===== src/hdl/drs_pkg.sv =====
// shared types and constants of the dtr/rts auto-reset sequencer
`timescale 1ns / 1ps

package drs_pkg;

  // register reset values
  localparam logic [15:0] HOLD_MS_RST   = 16'd25;
  localparam logic [15:0] SETTLE_MS_RST = 16'd50;
  localparam logic [15:0] IDLE_MS_RST   = 16'd1000;
  localparam logic [15:0] WAKE_MS_RST   = 16'd1;
  localparam logic [1:0]  TARGET_RST    = 2'd0;

  localparam int unsigned TIMER_BITS_DEF = 16;
  localparam int unsigned CFG_DATA_W     = 16;
  localparam int unsigned CFG_IDX_W      = 3;

  // pattern step codes
  localparam logic [2:0] DL_IDLE    = 3'd0;
  localparam logic [2:0] DL_S1      = 3'd1;
  localparam logic [2:0] DL_S2      = 3'd2;
  localparam logic [2:0] DL_S3      = 3'd3;
  localparam logic [2:0] DL_DONE    = 3'd4;
  localparam logic [2:0] DL_BLOCKED = 3'd5;
  localparam logic [1:0] APP_IDLE    = 2'd0;
  localparam logic [1:0] APP_S1      = 2'd1;
  localparam logic [1:0] APP_DONE    = 2'd2;
  localparam logic [1:0] APP_BLOCKED = 2'd3;

  typedef enum logic [2:0] {
    CFG_HOLD   = 3'd0,
    CFG_SETTLE = 3'd1,
    CFG_IDLE   = 3'd2,
    CFG_WAKE   = 3'd3,
    CFG_TARGET = 3'd4
  } cfg_idx_e;

  typedef enum logic [1:0] {
    OP_LINE = 2'd0,
    OP_TICK = 2'd1,
    OP_WAKE = 2'd2
  } op_e;

  typedef enum logic [2:0] {
    EV_NONE     = 3'd0,
    EV_DL_RESET = 3'd1,
    EV_APP_RESET = 3'd2,
    EV_RELEASED = 3'd3,
    EV_CLEARED  = 3'd4
  } evt_e;

  typedef struct packed {
    logic [15:0] hold_ms;
    logic [15:0] settle_ms;
    logic [15:0] idle_ms;
    logic [15:0] wake_ms;
    logic [1:0]  target_interface;
  } cfg_t;

  typedef struct packed {
    logic [1:0] operation;
    logic       link_ready;
    logic [1:0] interface_req;
    logic       dtr;
    logic       rts;
  } item_t;

  typedef struct packed {
    logic       boot_select_level;
    logic       chip_enable_level;
    logic       wake_pull_low;
    logic [2:0] event_res;
  } res_t;

endpackage


===== src/hdl/drs_if.sv =====
// valid/ready channel interfaces for line events and sequencer results
`timescale 1ns / 1ps

interface drs_item_if;
  logic       valid;
  logic       ready;
  logic [1:0] operation;
  logic       link_ready;
  logic [1:0] interface_req;
  logic       dtr;
  logic       rts;

  modport source (output valid, output operation, output link_ready,
                  output interface_req, output dtr, output rts, input ready);
  modport sink   (input valid, input operation, input link_ready,
                  input interface_req, input dtr, input rts, output ready);
endinterface

interface drs_res_if;
  logic       valid;
  logic       ready;
  logic       boot_select_level;
  logic       chip_enable_level;
  logic       wake_pull_low;
  logic [2:0] event_res;

  modport source (output valid, output boot_select_level, output chip_enable_level,
                  output wake_pull_low, output event_res, input ready);
  modport sink   (input valid, input boot_select_level, input chip_enable_level,
                  input wake_pull_low, input event_res, output ready);
endinterface


===== src/hdl/dtr_rts_auto_reset_sequencer.sv =====
// top level of the dtr/rts auto-reset sequencer
`timescale 1ns / 1ps

// usage
//   item_i carries line-state changes, 1 ms ticks and wake requests from the
//   host bridge; res_o returns one result per item with the boot-select,
//   chip-enable and wake levels after that item plus an event code
//   cfg_we_i/cfg_idx_i/cfg_data_i write hold, settle, idle, wake times and the
//   watched interface; write them only while no transfer is in flight
// timing
//   an item is registered in the input register on its transfer, evaluated
//   against the pattern state while it sits there and lands in the result
//   register when that one is free, from which its result is offered on res_o
//   one item per cycle sustained while res_o does not stall: the state update
//   is a single short combinational pass between the input register and the result register
// reset
//   rst_ni clears both stages, both pattern counters and the timers; the boot
//   pin resets high and enable low (target held in reset)
// back-pressure
//   while res_o is stalled the result register holds; the input register
//   still takes one more item, then item_i.ready drops until res_o moves
module dtr_rts_auto_reset_sequencer #(
  parameter int unsigned TIMER_BITS = drs_pkg::TIMER_BITS_DEF
) (
  input  logic                           clk_i,
  input  logic                           rst_ni,
  drs_item_if.sink                       item_i,
  drs_res_if.source                      res_o,
  input  logic                           cfg_we_i,
  input  logic [drs_pkg::CFG_IDX_W-1:0]  cfg_idx_i,
  input  logic [drs_pkg::CFG_DATA_W-1:0] cfg_data_i
);
  import drs_pkg::*;

  cfg_t  cfg;
  item_t item_q;
  res_t  res_d, res_q;
  logic  s1_vld_q, s1_vld_d;
  logic  out_vld_q, out_vld_d;
  logic  in_xfer, adv;

  drs_cfg_regs u_cfg (
    .clk_i,
    .rst_ni,
    .cfg_we_i,
    .cfg_idx_i,
    .cfg_data_i,
    .cfg_o (cfg)
  );

  // evaluation stage moves into the result register when that one is free
  assign adv          = s1_vld_q && (!out_vld_q || res_o.ready);
  assign item_i.ready = !s1_vld_q || adv;
  assign in_xfer      = item_i.valid && item_i.ready;

  always_comb begin
    s1_vld_d  = in_xfer ? 1'b1 : (adv ? 1'b0 : s1_vld_q);
    out_vld_d = adv ? 1'b1 : (res_o.ready ? 1'b0 : out_vld_q);
  end

  always_ff @(posedge clk_i or negedge rst_ni) begin
    if (!rst_ni) begin
      s1_vld_q  <= 1'b0;
      out_vld_q <= 1'b0;
    end else begin
      s1_vld_q  <= s1_vld_d;
      out_vld_q <= out_vld_d;
    end
  end

  // payload registers, no reset
  always_ff @(posedge clk_i) begin
    if (in_xfer) begin
      item_q.operation     <= item_i.operation;
      item_q.link_ready    <= item_i.link_ready;
      item_q.interface_req <= item_i.interface_req;
      item_q.dtr           <= item_i.dtr;
      item_q.rts           <= item_i.rts;
    end
    if (adv) res_q <= res_d;
  end

  drs_core #(
    .TIMER_BITS (TIMER_BITS)
  ) u_core (
    .clk_i,
    .rst_ni,
    .upd_i  (adv),
    .item_i (item_q),
    .cfg_i  (cfg),
    .res_o  (res_d)
  );

  assign res_o.valid             = out_vld_q;
  assign res_o.boot_select_level = res_q.boot_select_level;
  assign res_o.chip_enable_level = res_q.chip_enable_level;
  assign res_o.wake_pull_low     = res_q.wake_pull_low;
  assign res_o.event_res         = res_q.event_res;

endmodule


===== src/hdl/drs_cfg_regs.sv =====
// configuration register file of the sequencer
`timescale 1ns / 1ps

module drs_cfg_regs (
  input  logic                           clk_i,
  input  logic                           rst_ni,
  input  logic                           cfg_we_i,
  input  logic [drs_pkg::CFG_IDX_W-1:0]  cfg_idx_i,
  input  logic [drs_pkg::CFG_DATA_W-1:0] cfg_data_i,
  output drs_pkg::cfg_t                  cfg_o
);
  import drs_pkg::*;

  cfg_t cfg_q, cfg_d;

  always_comb begin
    cfg_d = cfg_q;
    if (cfg_we_i) begin
      unique case (cfg_idx_e'(cfg_idx_i))
        CFG_HOLD:   cfg_d.hold_ms          = cfg_data_i;
        CFG_SETTLE: cfg_d.settle_ms        = cfg_data_i;
        CFG_IDLE:   cfg_d.idle_ms          = cfg_data_i;
        CFG_WAKE:   cfg_d.wake_ms          = cfg_data_i;
        CFG_TARGET: cfg_d.target_interface = cfg_data_i[1:0];
        default: ;
      endcase
    end
  end

  always_ff @(posedge clk_i or negedge rst_ni) begin
    if (!rst_ni) begin
      cfg_q.hold_ms          <= HOLD_MS_RST;
      cfg_q.settle_ms        <= SETTLE_MS_RST;
      cfg_q.idle_ms          <= IDLE_MS_RST;
      cfg_q.wake_ms          <= WAKE_MS_RST;
      cfg_q.target_interface <= TARGET_RST;
    end else begin
      cfg_q <= cfg_d;
    end
  end

  assign cfg_o = cfg_q;

endmodule


===== src/hdl/drs_core.sv =====
// pattern state, timers and pin levels updated once per transfer
`timescale 1ns / 1ps

module drs_core #(
  parameter int unsigned TIMER_BITS = drs_pkg::TIMER_BITS_DEF
) (
  input  logic           clk_i,
  input  logic           rst_ni,
  input  logic           upd_i,
  input  drs_pkg::item_t item_i,
  input  drs_pkg::cfg_t  cfg_i,
  output drs_pkg::res_t  res_o
);
  import drs_pkg::*;

  localparam logic [31:0] TMax = 32'hFFFF_FFFF >> (32 - TIMER_BITS);

  // saturating load of a 16 bit setting into a timer
  function automatic logic [TIMER_BITS-1:0] tload(input logic [15:0] v);
    logic [31:0] ext;
    ext = {16'b0, v};
    if (ext > TMax) ext = TMax;
    return ext[TIMER_BITS-1:0];
  endfunction

  logic [2:0]            dl_q, dl_d;
  logic [1:0]            app_q, app_d;
  logic                  last_dtr_q, last_dtr_d, last_rts_q, last_rts_d;
  logic                  pulse_q, pulse_d, wake_q, wake_d;
  logic                  boot_q, boot_d, en_q, en_d;
  logic [TIMER_BITS-1:0] rem_q, rem_d, wrem_q, wrem_d;
  logic                  d_lvl, r_lvl, rexp, wexp;
  logic [2:0]            evt;

  always_comb begin
    dl_d       = dl_q;
    app_d      = app_q;
    last_dtr_d = last_dtr_q;
    last_rts_d = last_rts_q;
    pulse_d    = pulse_q;
    wake_d     = wake_q;
    boot_d     = boot_q;
    en_d       = en_q;
    rem_d      = rem_q;
    wrem_d     = wrem_q;
    evt        = EV_NONE;
    d_lvl      = item_i.dtr | last_dtr_q;
    r_lvl      = item_i.rts | last_rts_q;
    rexp       = (rem_q == '0);
    wexp       = (wrem_q == '0);

    unique case (op_e'(item_i.operation))
      OP_LINE: begin
        if (item_i.link_ready && item_i.interface_req == cfg_i.target_interface) begin
          if (dl_d == DL_IDLE && d_lvl && r_lvl)  dl_d = DL_S1;
          if (dl_d == DL_S1 && d_lvl && !r_lvl)   dl_d = DL_S2;
          if (dl_d == DL_S2 && !d_lvl && r_lvl)   dl_d = DL_S3;
          if (dl_d == DL_S3 && d_lvl && r_lvl) begin
            dl_d    = DL_DONE;
            boot_d  = 1'b0;
            en_d    = 1'b0;
            pulse_d = 1'b1;
            rem_d   = tload(cfg_i.hold_ms);
            evt     = EV_DL_RESET;
          end
          if (app_d == APP_IDLE && !d_lvl && r_lvl) app_d = APP_S1;
          if (app_d == APP_S1 && !d_lvl && !r_lvl) begin
            app_d   = APP_DONE;
            boot_d  = 1'b1;
            en_d    = 1'b0;
            pulse_d = 1'b1;
            rem_d   = tload(cfg_i.hold_ms);
            evt     = EV_APP_RESET;
          end
          last_dtr_d = item_i.dtr;
          last_rts_d = item_i.rts;
          // outside a pulse the shared timer restarts as the idle timer
          if (!pulse_d) rem_d = tload(cfg_i.idle_ms);
        end
      end
      OP_TICK: begin
        if (!rexp) rem_d = rem_q - TIMER_BITS'(1);
        if (!wexp) wrem_d = wrem_q - TIMER_BITS'(1);
        if (item_i.link_ready) begin
          if ((dl_q != DL_IDLE || pulse_q) && rexp) begin
            if (pulse_q) begin
              en_d    = 1'b1;
              pulse_d = 1'b0;
              dl_d    = DL_BLOCKED;
              app_d   = APP_BLOCKED;
              rem_d   = tload(cfg_i.settle_ms);
              evt     = EV_RELEASED;
            end else begin
              dl_d   = DL_IDLE;
              app_d  = APP_IDLE;
              boot_d = 1'b1;
              en_d   = 1'b1;
              evt    = EV_CLEARED;
            end
          end
          if (wake_q && wexp) wake_d = 1'b0;
        end
      end
      OP_WAKE: begin
        wake_d = 1'b1;
        wrem_d = tload(cfg_i.wake_ms);
      end
      default: ;
    endcase
  end

  always_ff @(posedge clk_i or negedge rst_ni) begin
    if (!rst_ni) begin
      dl_q       <= DL_IDLE;
      app_q      <= APP_IDLE;
      last_dtr_q <= 1'b0;
      last_rts_q <= 1'b0;
      pulse_q    <= 1'b0;
      wake_q     <= 1'b0;
      boot_q     <= 1'b1;
      en_q       <= 1'b0;
      rem_q      <= '0;
      wrem_q     <= '0;
    end else if (upd_i) begin
      dl_q       <= dl_d;
      app_q      <= app_d;
      last_dtr_q <= last_dtr_d;
      last_rts_q <= last_rts_d;
      pulse_q    <= pulse_d;
      wake_q     <= wake_d;
      boot_q     <= boot_d;
      en_q       <= en_d;
      rem_q      <= rem_d;
      wrem_q     <= wrem_d;
    end
  end

  assign res_o.boot_select_level = boot_d;
  assign res_o.chip_enable_level = en_d;
  assign res_o.wake_pull_low     = wake_d;
  assign res_o.event_res         = evt;

endmodule


===== src/flat_wrapper.sv =====
// flat-port wrapper written by rule: the top's interface ports become plain ports
module dtr_rts_auto_reset_sequencer_flat import drs_pkg::*;
#(
  parameter int unsigned TIMER_BITS = drs_pkg::TIMER_BITS_DEF
)
  (clk_i, rst_ni, cfg_we_i, cfg_idx_i, cfg_data_i, item_i_valid, item_i_operation, item_i_link_ready, item_i_interface_req, item_i_dtr, item_i_rts, item_i_ready, res_o_valid, res_o_boot_select_level, res_o_chip_enable_level, res_o_wake_pull_low, res_o_event_res, res_o_ready);
  drs_item_if item_i_i ();
  drs_res_if res_o_i ();
  input  logic clk_i;
  input  logic rst_ni;
  input  logic cfg_we_i;
  input  logic [drs_pkg::CFG_IDX_W-1:0] cfg_idx_i;
  input  logic [drs_pkg::CFG_DATA_W-1:0] cfg_data_i;
  input wire logic [$bits(item_i_i.valid)-1:0] item_i_valid;
  input wire logic [$bits(item_i_i.operation)-1:0] item_i_operation;
  input wire logic [$bits(item_i_i.link_ready)-1:0] item_i_link_ready;
  input wire logic [$bits(item_i_i.interface_req)-1:0] item_i_interface_req;
  input wire logic [$bits(item_i_i.dtr)-1:0] item_i_dtr;
  input wire logic [$bits(item_i_i.rts)-1:0] item_i_rts;
  output wire logic [$bits(item_i_i.ready)-1:0] item_i_ready;
  output wire logic [$bits(res_o_i.valid)-1:0] res_o_valid;
  output wire logic [$bits(res_o_i.boot_select_level)-1:0] res_o_boot_select_level;
  output wire logic [$bits(res_o_i.chip_enable_level)-1:0] res_o_chip_enable_level;
  output wire logic [$bits(res_o_i.wake_pull_low)-1:0] res_o_wake_pull_low;
  output wire logic [$bits(res_o_i.event_res)-1:0] res_o_event_res;
  input wire logic [$bits(res_o_i.ready)-1:0] res_o_ready;
  assign item_i_i.valid = item_i_valid;
  assign item_i_i.operation = item_i_operation;
  assign item_i_i.link_ready = item_i_link_ready;
  assign item_i_i.interface_req = item_i_interface_req;
  assign item_i_i.dtr = item_i_dtr;
  assign item_i_i.rts = item_i_rts;
  assign item_i_ready = item_i_i.ready;
  assign res_o_valid = res_o_i.valid;
  assign res_o_boot_select_level = res_o_i.boot_select_level;
  assign res_o_chip_enable_level = res_o_i.chip_enable_level;
  assign res_o_wake_pull_low = res_o_i.wake_pull_low;
  assign res_o_event_res = res_o_i.event_res;
  assign res_o_i.ready = res_o_ready;
  dtr_rts_auto_reset_sequencer #(.TIMER_BITS(TIMER_BITS)) u_core (.clk_i(clk_i), .rst_ni(rst_ni), .item_i(item_i_i), .res_o(res_o_i), .cfg_we_i(cfg_we_i), .cfg_idx_i(cfg_idx_i), .cfg_data_i(cfg_data_i));
endmodule

===== config.mk =====
export PLATFORM = sky130hd
export DESIGN_NAME = dtr_rts_auto_reset_sequencer_flat
export DESIGN_NICKNAME = d
export VERILOG_FILES = /design/src/hdl/drs_pkg.sv /design/src/hdl/drs_if.sv /design/src/hdl/dtr_rts_auto_reset_sequencer.sv /design/src/hdl/drs_cfg_regs.sv /design/src/hdl/drs_core.sv /design/src/flat_wrapper.sv
export SDC_FILE = /design/constraint.sdc
export NUM_CORES = 1
export LEC_CHECK = 0
export ABC_AREA = 1
export BUFFER_PORTS_ARGS = -buffer_cell sky130_fd_sc_hd__buf_2
export CAP_MARGIN = 10
export CORE_UTILIZATION = 40
export CTS_CLUSTER_DIAMETER = 60
export CTS_CLUSTER_SIZE = 14
export DETAILED_ROUTE_END_ITERATION = 10
export PLACE_DENSITY = 0.65
export RECOVER_POWER = 50
export SETUP_SLACK_MARGIN = 0.1
export SLEW_MARGIN = 20
export SYNTH_ARGS = -nofsm -noshare
export SYNTH_HDL_FRONTEND = slang
export SYNTH_SLANG_ARGS = --single-unit

===== constraint.sdc =====
create_clock -name clk_i -period 3.7 [get_ports clk_i]
set_input_delay 0.37 -clock clk_i [delete_from_list [all_inputs] [get_ports clk_i]]
set_output_delay 0.37 -clock clk_i [all_outputs]
set_load 0.01 [all_outputs]

======== After elaboration in Yosys (flattened, before gate mapping) ========
Cells that the tools add are included.
word-level totals
  bits of input ports ..................... 31
  flip-flop bits (word level) ............. 124
  output and inout port bits .............. 8
  word-level logic and storage cells ...... 160
cells by class
  bitwise operators ....................... 2
  multiplexer cells ....................... 70
  equal/unequal tests ..................... 16
  reductions and logical operators ........ 44
  $add $sub $neg .......................... 2
operator list
  kind                                                                   number
  16-bit two-way mux                                                     9
  16-bit one-hot mux with 2 select lines                                 2
  3-bit two-way mux                                                      19
  16-bit logical NOT                                                     2
  16-bit by 1-bit subtractor with 16-bit output, second input constant   2
  1-bit two-way mux                                                      25
  1-bit logical AND                                                      17
  2-bit two-way mux                                                      8
  3-bit by 2-bit equality test with 1-bit output, second input constant  4
  3-bit one-hot mux with 2 select lines                                  2
  2-bit AND reduction                                                    5
  1-bit one-hot mux with 2 select lines                                  4
  2-bit nonzero test                                                     4
  3-bit by 1-bit equality test with 1-bit output, second input constant  2
  3-bit logical NOT                                                      2
  2-bit inequality test, second input constant                           3
  3-bit AND reduction                                                    2
  5-bit AND reduction                                                    1
  2-bit by 1-bit equality test with 1-bit output, second input constant  2
  1-bit logical NOT                                                      4
  2-bit logical NOT                                                      2
  4-bit inequality test, second input constant                           1
  2-bit one-hot mux with 2 select lines                                  1
  4-bit AND reduction                                                    1
  7 further kinds                                                        10

======== Depth between registers and ports, before layout ========
Gate-level depths: netlist of run 1.
  word-level depth ........................ 28
  depth in mapped cells ................... 13
  gate-level depth less buffers ........... 13

======== Hierarchy ========
Synthesis of run 1 repeated with hierarchy kept, for this count alone.
second synthesis, totals
  cells, all modules ...................... 948
  area total of the unflattened synthesis .. 6995.5 µm²
by module, submodules not included
  module                        area each (µm²)  cells each  instances  seq. area each (µm²)
  drs_core                      3797.4           626         1          1077.3
  drs_cfg_regs                  2712.6           297         1          1667.8
  dtr_rts_auto_reset_sequencer  485.5            25          1          440.4

======== Worst setup path before layout of run 1 ========
Ideal clock, no wire load.
  path kind ............................... register -> register
  start point ............................. register u_core.u_core.rem_q[0]
  end point ............................... register u_core.u_core.pulse_q
  required time ........................... 3.563 ns
  buffers on the path ..................... 1
  library setup time ...................... 0.137 ns
  period minus slack after synthesis ...... 1.726 ns
  slack ................................... 1.974 ns
  arrival time ............................ 1.590 ns
  stages on the path, launching flop included .. 13
  cell sequence ........................... dfrtp_1 -> inv_1 -> ha_1 -> nand2_2 -> nor2_1 -> nand3_1 -> nor2_2 -> buf_6 -> nand2_2 -> nand2_2 -> nand2_4 -> clkinv_4 -> o21ai_0
on the way
  longest elaborated chain between the ends .. 4
RTL lines
  item                                    line             RTL
  start: declaration                      drs_core.sv:31   logic [TIMER_BITS-1:0] rem_q, rem_d, wrem_q, wrem_d;
  start signal: assignment                drs_core.sv:133  rem_q <= rem_d;
  16-bit logical NOT                      drs_core.sv:49   rexp = (rem_q == '0);
  1-bit logical AND                       drs_core.sv:85   if ((dl_q != DL_IDLE || pulse_q) && rexp) begin
  2-bit inequality test (no source line)  n/a
  5-bit AND reduction (no source line)    n/a
  end signal: assignment                  drs_core.sv:129  pulse_q <= pulse_d;
  end: declaration                        drs_core.sv:29   logic pulse_q, pulse_d, wake_q, wake_d;
No other way between the ends.
A chain may end at the register's enable or synchronous reset.

======== Final worst setup path of run 1 ========
  start point ............................. register u_core.item_q[6] in the netlist's numbering
  end point ............................... register u_core.u_core.wrem_q[9]
on the way
  longest elaborated chain between the ends .. 3
  elaborated cells on any way between the ends .. 6
  those cells by class .................... 3 x eq/ne; 1 x mux; 2 x reduce/logical
RTL lines
  item                                                                                   line                                RTL
  start: declaration                                                                     dtr_rts_auto_reset_sequencer.sv:36  item_t item_q;
  2-bit by 1-bit equality test with 1-bit output or 2-bit equality test (tied branches)  drs_core.sv:52                      unique case (op_e'(item_i.operation))
  2-bit inequality test (no source line) or 2-bit nonzero test (tied branches)           n/a
  3-bit AND reduction (no source line)                                                   n/a
  end signal: assignment                                                                 drs_core.sv:134                     wrem_q <= wrem_d;
  end: declaration                                                                       drs_core.sv:31
Parallel ways exist; a longest one is shown, timed or not.

==> impl_metrics.tcl, run 1 <==
set metrics [dict create \
    status "complete, but fails checks" \
    violations "capacitance limit, slew limit" \
    die_h_um 131.9 \
    synth-async-reset-ratio_pct 89.52 \
    cts-resized-gates 0 \
    fin_util_pct 46.61 \
    initialDrtViolationCount 386 \
    std_cell_rows 47 \
    synthesis.nets 929 \
    hpwl_mm 11.23 \
    ant_nets 0 \
    clock_skew_ps 10.06 \
    maxCapViolations 1 \
    synth-seq-cells 124 \
    slowest_stage "inv_1" \
    synth_cells 893 \
    synth_edf_count 13 \
    hold_path_class "in -> reg" \
    setup_viol 0 \
    fill_cells 1629 \
    ir_drop_mv 0.3853 \
    clk_latency_ps 420 \
    r2r_setup_slack_ps 1000 \
    holdPathStages 1 \
    synth_top_cells_by_area "dfrtp_1, nand2_1, o21ai_0" \
    drc 0 \
    slew_headroom_pct -84.30 \
    use_met3_pct 4.460 \
    syn_area_per_cell_um2 7.562 \
    ys_seq_area_share_pct 47.17 \
    cts.sinks 124 \
    gp_congestion 0.8809 \
    fin_crit_ps 2696 \
    via_count 5756 \
    r2r_cells 9 \
    finalNonFillerCells 1150 \
    ctsHtreeMaxLevel 4 \
    diodes 0 \
    hold_buffers 0 \
    r2r-end "u_core.u_core.wrem_q[9]$_DFFE_PN0P_" \
    core_area_um2 16520 \
    cp_data_required_time_ps 4020 \
    fin_crit_sh_pct 72.88 \
    final_max_slew_viol_count 112 \
    pwr_density_cell_nw_per_um2 717.3 \
    synth_top_area_cell "dfrtp_1" \
    drive_gt1_share_pct 13.33 \
    fmax_ghz 0.3709 \
    synth-main-ff-cell "dfrtp_1" \
    numCtsBuffers 17 \
    gr-total-overflow 0 \
    setup.worst_path.class "reg -> reg" \
    grt_max_degree 112 \
    io_buffers 38 \
    die_w_um 131.9 \
    drt-total-wl_mm 16.34 \
    grt.busiest_layer "met2" \
    synthesis.area_um2 6753 \
    synth_warnings 0 \
    dieArea_um2 17410 \
    worstHoldStart "item_i_interface_req[1]" \
    grt_pass1_vias 5520 \
    num_io_pins 39 \
    place_inst 1116 \
    reg2reg_from "u_core.item_q[6]$_DFFE_PP_" \
    grt_use_met1_pct 27.71 \
    wl_per_cell_um 14.21 \
    tns_ps 0 \
    nets 953 \
    crit_chain "inv_1, ha_1, inv_1, buf_4, nand2_1, nand3_1, inv_1, o21ai_0, a21o_1" \
    cp.arrival_ps 3010 \
    grt_antenna_before_repair 0 \
    cp_top_family "buffers and inverters" \
    grt.total_usage_pct 20.03 \
    worstPathMaxFanout 22 \
    cts_setup_buffers 0 \
    synth_cell_types 41 \
    rsz0062_at_grt "false" \
    root_buffer "clkbuf_16" \
    hold_viol_final 0 \
    initial_core_util_pct 40.86 \
    clock_path_buffers 2 \
    grt_util_met2_pct 30.83 \
    avgViaCountPerCell 5.005 \
    critPathCaptureType "register" \
    first_pass_iters 7 \
    area_delta_synth_final_pct 14.06 \
    start_kind "register" \
    hold-path-endpoint "u_core.item_q[3]$_DFFE_PP_" \
    cp_slowest_stage_delay_ps 620 \
    synth_top_cell_area_share_pct 35.95 \
    grt_pass1_wl_mm 27.59 \
    power_leakage_uw 0.003841 \
    worst_pin_slew_ps 2764 \
    path_buf_inv 4 \
    cts_tree "built" \
    clk_pin_slew_ps 60 \
    crit_path_frequent_cell "inv_1" \
]
## stage by stage
| step | setup WS, ps | area (um^2) | hold WS [ps] | power (uW) |
|---|---|---|---|---|
| floorplan | 1974 | 6753 | 74.41 | 3338 |
| global placement | 1072 | 7063 | 462.2 | 3729 |
| detailed placement | 962.0 | 7063 | 465.0 | 3760 |
| CTS | 937.6 | 7694 | 60.74 | 5547 |
| global route | 596.4 | 7702 | 103.5 | 5927 |
| finish | 1004 | 7702 | 119.8 | 5525 |
## sequential cells by signal, indices dropped and copies added (netlist names), 2 cells and up
name / count
u_core.u_core.dl_q: 3
u_core.res_o.event_res: 3
u_core.u_core.wrem_q: 16
u_core.item_q: 7
u_core.u_cfg.cfg_o: 66
u_core.u_core.app_q: 2
u_core.u_core.rem_q: 16
## cells by family (layout without fill, tap and decap cells)
group	count (synthesis)	after routing	share of synthesized area, %
compound gates	129	129	10.27
xor+xnor	7	7	0.9079
fa+ha+maj	5	5	0.9264
buf+inv	149	186	9.246
flops	124	124	47.17
simple gates	479	479	31.48
## cell type report
| class | count | area, um^2 | area share [%] |
|---|---|---|---|
| clock buffers | 23 | 499.2 | 6.481 |
| clock inverters | 9 | 131.4 | 1.706 |
| inverters | 109 | 416.7 | 5.409 |
| multi-input cells | 620 | 2945 | 38.24 |
| flip-flops and latches | 124 | 3186 | 41.36 |
| well taps | 220 | 275.3 | 3.574 |
| repair buffers | 45 | 249.0 | 3.233 |
## worst max-delay path by stage
stage	from	to	cells past startpoint
global route	rst_ni	u_core.u_core.app_q[0]$_DFFE_PN0P_	2
global placement	u_core.item_q[5]$_DFFE_PP_	u_core.u_core.wrem_q[9]$_DFFE_PN0P_	8
CTS	u_core.item_q[5]$_DFFE_PP_	u_core.u_core.wrem_q[9]$_DFFE_PN0P_	8
finish	u_core.item_q[6]$_DFFE_PP_	u_core.u_core.wrem_q[9]$_DFFE_PN0P_	9
detailed placement	u_core.item_q[5]$_DFFE_PP_	u_core.u_core.wrem_q[9]$_DFFE_PN0P_	8
floorplan	u_core.u_core.rem_q[0]$_DFFE_PN0P_	u_core.u_core.pulse_q$_DFFE_PN0P_	12
## power by group
group / internal [uW] / leakage [uW] / switching [uW]
Sequential: 1770 / 0.00150 / 339
Combinational: 607 / 0.00204 / 1040
Clock: 1150 / 0.000301 / 612
## metal layers
layer / vias up / part of all wire [%] / wire length [um]
met5: - / 0 / 0
met4: 0 / 1.3 / 219
met3: 16 / 4.3 / 699
met2: 133 / 46 / 7479
met1: 2693 / 49 / 7942
li1: 2914 / - / -
## cell usage in the layout, fill, tap and decap left out, types with 4 or more instances in the layout
cell type  instances
nand3b_1           7
clkbuf_16         18
o211ai_1           4
xor2_1             5
nor2_4             4
nand2_2            7
nor2_2             5
dfstp_2           14
o21ai_0           93
nor3_1             4
nand4_1           21
edfxtp_1          13
ha_1               5
nand2_1          286
buf_2             36
buf_4              4
nor2_1            51
inv_1            104
dfrtp_1           97
nand3_1           84
a21oi_1            9
o21ai_1            8
## cell usage after synthesis, types with 5 or more instances
cell and n:
a21oi_1 9, buf_2 7, buf_6 5, clkbuf_1 22
dfrtp_1 97, dfstp_2 14, edfxtp_1 13, ha_1 5
inv_1 103, nand2_1 285, nand2_2 8, nand3_1 85
nand3b_1 7, nand4_1 21, nor2_1 51, nor2_2 5
o21ai_0 93, o21ai_1 8, xor2_1 5
## worst reg2reg max path, delay by kind of cell (launching register included)
kind | cells | cell delay, ps
DFF | 1 | 400
and+or+nand+nor | 2 | 380
AOI/OAI and AO/OA | 2 | 400
buffers and inverters | 4 | 1020
adders and majority gates | 1 | 380
(Power assumes the default switching activity.)
==> run 2: changes to the inputs <==
==> constraint.sdc (replaced) <==
create_clock -name clk_i -period 2.5 [get_ports clk_i]
set_input_delay 0.25 -clock clk_i [delete_from_list [all_inputs] [get_ports clk_i]]
set_output_delay 0.25 -clock clk_i [all_outputs]
set_load 0.01 [all_outputs]
==> impl_metrics.tcl, run 2 (synthesized netlist as in run 1, its figures left out) <==
set metrics [dict create \
    status "completed" \
    final_cell_mix "nand2_1, inv_1, dfrtp_1, o21ai_0, nand3_1" \
    dpl-instance-area_um2 7168 \
    num_io_pins 39 \
    gr-total-overflow 0 \
    setup.worst_path.class "reg -> reg" \
    largest_reg_flops 66 \
    cts_setup_buffers 0 \
    start_kind "register" \
    slew_headroom_pct 14.05 \
    ctsHtreeMaxLevel 4 \
    intPower_uw 5081 \
    gp_congestion 0.8872 \
    nets 972 \
    p_switching_uw 2923 \
    ant_nets 0 \
    p_total_uw 8004 \
    layout_commonest_cell "nand2_1" \
    fin_crit_ps 2108 \
    slowest_stage "dfrtp_1" \
    grt_pass1_wl_mm 28.77 \
    grt_antenna_before_repair 0 \
    grt.total_usage_pct 20.92 \
    via_count 5897 \
    power_leakage_uw 0.003898 \
    clock_path_buffers 2 \
    worst_pin_slew_ps 1289 \
    hpwl_mm 11.73 \
    critPathCaptureType "register" \
    avgViaCountPerCell 5.044 \
    hold-worst-slack_ps 17.30 \
    initial_core_util_pct 40.86 \
    fin_util_pct 47.16 \
    pwr_density_cell_nw_per_um2 1027 \
    cp_slowest_stage_delay_ps 420 \
    final_max_slew_viol_count 0 \
    io_buffers 38 \
    final_area_um2 7794 \
    drive_gt1_share_pct 13.59 \
    hold_path_class "in -> reg" \
    die_w_um 131.9 \
    p_sw_share_pct 36.52 \
    hold_viol_final 0 \
    ir_drop_mv 0.5416 \
    p_comb_share_pct 31.2 \
    clk_latency_ps 420 \
    wl_per_cell_um 14.34 \
    setup_viol 0 \
    cts_tree "built" \
    grt_pass1_vias 5814 \
    initialDrtViolationCount 419 \
    diodes 0 \
    drc 0 \
    cp.arrival_ps 2420 \
    cts.sinks 124 \
    worstPathMaxFanout 16 \
    fmax_ghz 0.4744 \
    cp_data_required_time_ps 2810 \
    core_area_um2 16520 \
    drt-total-wl_mm 16.76 \
    area_delta_synth_final_pct 15.42 \
    grt_max_degree 43 \
    seqPwrFrac_pct 38.7 \
    first_pass_iters 7 \
    fin_crit_sh_pct 84.31 \
    clk_pin_slew_ps 50 \
    clock_skew_ps 6.158 \
    pwr-share-clk_pct 30.1 \
    std_cell_rows 47 \
    numCtsBuffers 17 \
    maxCapViolations 0 \
    crit_chain "inv_1, ha_2, nand2_2, nor2_1, nand3_1, nor2_2, buf_4, nand3_1, nand3_1, nand2_1, nand2_1, nand2_1" \
    root_buffer "clkbuf_16" \
    tns_ps 0 \
    dieArea_um2 17410 \
    die_h_um 131.9 \
    rsz0062_at_grt "false" \
]
==> run 2: cell types whose count changed in the layout (fill, tap and decap cells not counted), sizes merged <==
cell         before  now
bufinv            3    2
inv             109  108
buf              42   51
clkinvlp          3    0
clkbuf           26   31
dlygate4sd3       0    7
clkinv            3    6
==> run 2: power by group through the flow <==
stage	clock network [uW]	logic (uW)	registers, uW
after floorplan	0	1950	2990
after global placement	0	2440	3110
after detailed placement	0	2470	3120
after CTS	2440	2500	3090
after global routing	2520	2930	3170
final	2410	2500	3100
==> run 2: final timing paths <==
kind                       cells past startpoint                               start                             endpoint  slack, ps
max                                           12  u_core.u_core.rem_q[0]$_DFFE_PN0P_  u_core.u_core.rem_q[13]$_DFFE_PN0P_        390
min                                            1                          item_i_dtr           u_core.item_q[1]$_DFFE_PP_         20
max reg2reg                                   12  u_core.u_core.rem_q[0]$_DFFE_PN0P_  u_core.u_core.rem_q[13]$_DFFE_PN0P_        390
min reg2reg                                    2  u_core.u_cfg.cfg_o[46]$_DFFE_PN0P_   u_core.u_cfg.cfg_o[46]$_DFFE_PN0P_        480
max in group asynchronous                      3                              rst_ni   u_core.u_cfg.cfg_o[35]$_DFFE_PN1P_        980
min in group asynchronous                      2                              rst_ni   u_core.u_core.rem_q[5]$_DFFE_PN0P_        610
==> run 2: metrics by stage <==
step,setup WS [ps],std cells
floorplan,773.8,893
global placement,422.7,1130
detailed placement,374.4,1130
CTS,351.2,1169
global route,173.8,1169
finish,392.2,1169
==> run 2: critical path: cells and delay by family, from the launching register on <==
kind / cells / cell delay [ps]
AND/OR/NAND/NOR: 9 / 900
flip-flops: 1 / 420
adder cells (fa/ha/maj): 1 / 250
buffers and inverters: 2 / 420
==> run 2: what timing repair did <==
| action | in CTS | in global routing |
|---|---|---|
| hold endpoints to repair | 40 | 0 |
| hold buffers | 7 | 0 |
| setup endpoints to repair | 0 | 1 |
| resized for setup | 0 | 1 |
==> run 2: area by class of cell <==
class,count,area [um^2]
Fill cell,1649,8731
Sequential cell,124,3186
Multi-Input combinational cell,620,2943
Clock buffer,25,485.5
Inverter,109,416.7
Timing Repair Buffer,64,399.1
Tap cell,220,275.3
Clock inverter,7,88.84
==> run 2: metal layers <==
| layer | up-vias | GRT usage, % | part of all wire [%] |
|---|---|---|---|
| met4 | 0 | 8.398 | 1.7 |
| li1 | 2950 | - | - |
| met2 | 134 | 33.57 | 46 |
| met1 | 2793 | 28.25 | 48 |
| met5 | - | 0 | 0 |
| met3 | 20 | 3.383 | 3.8 |
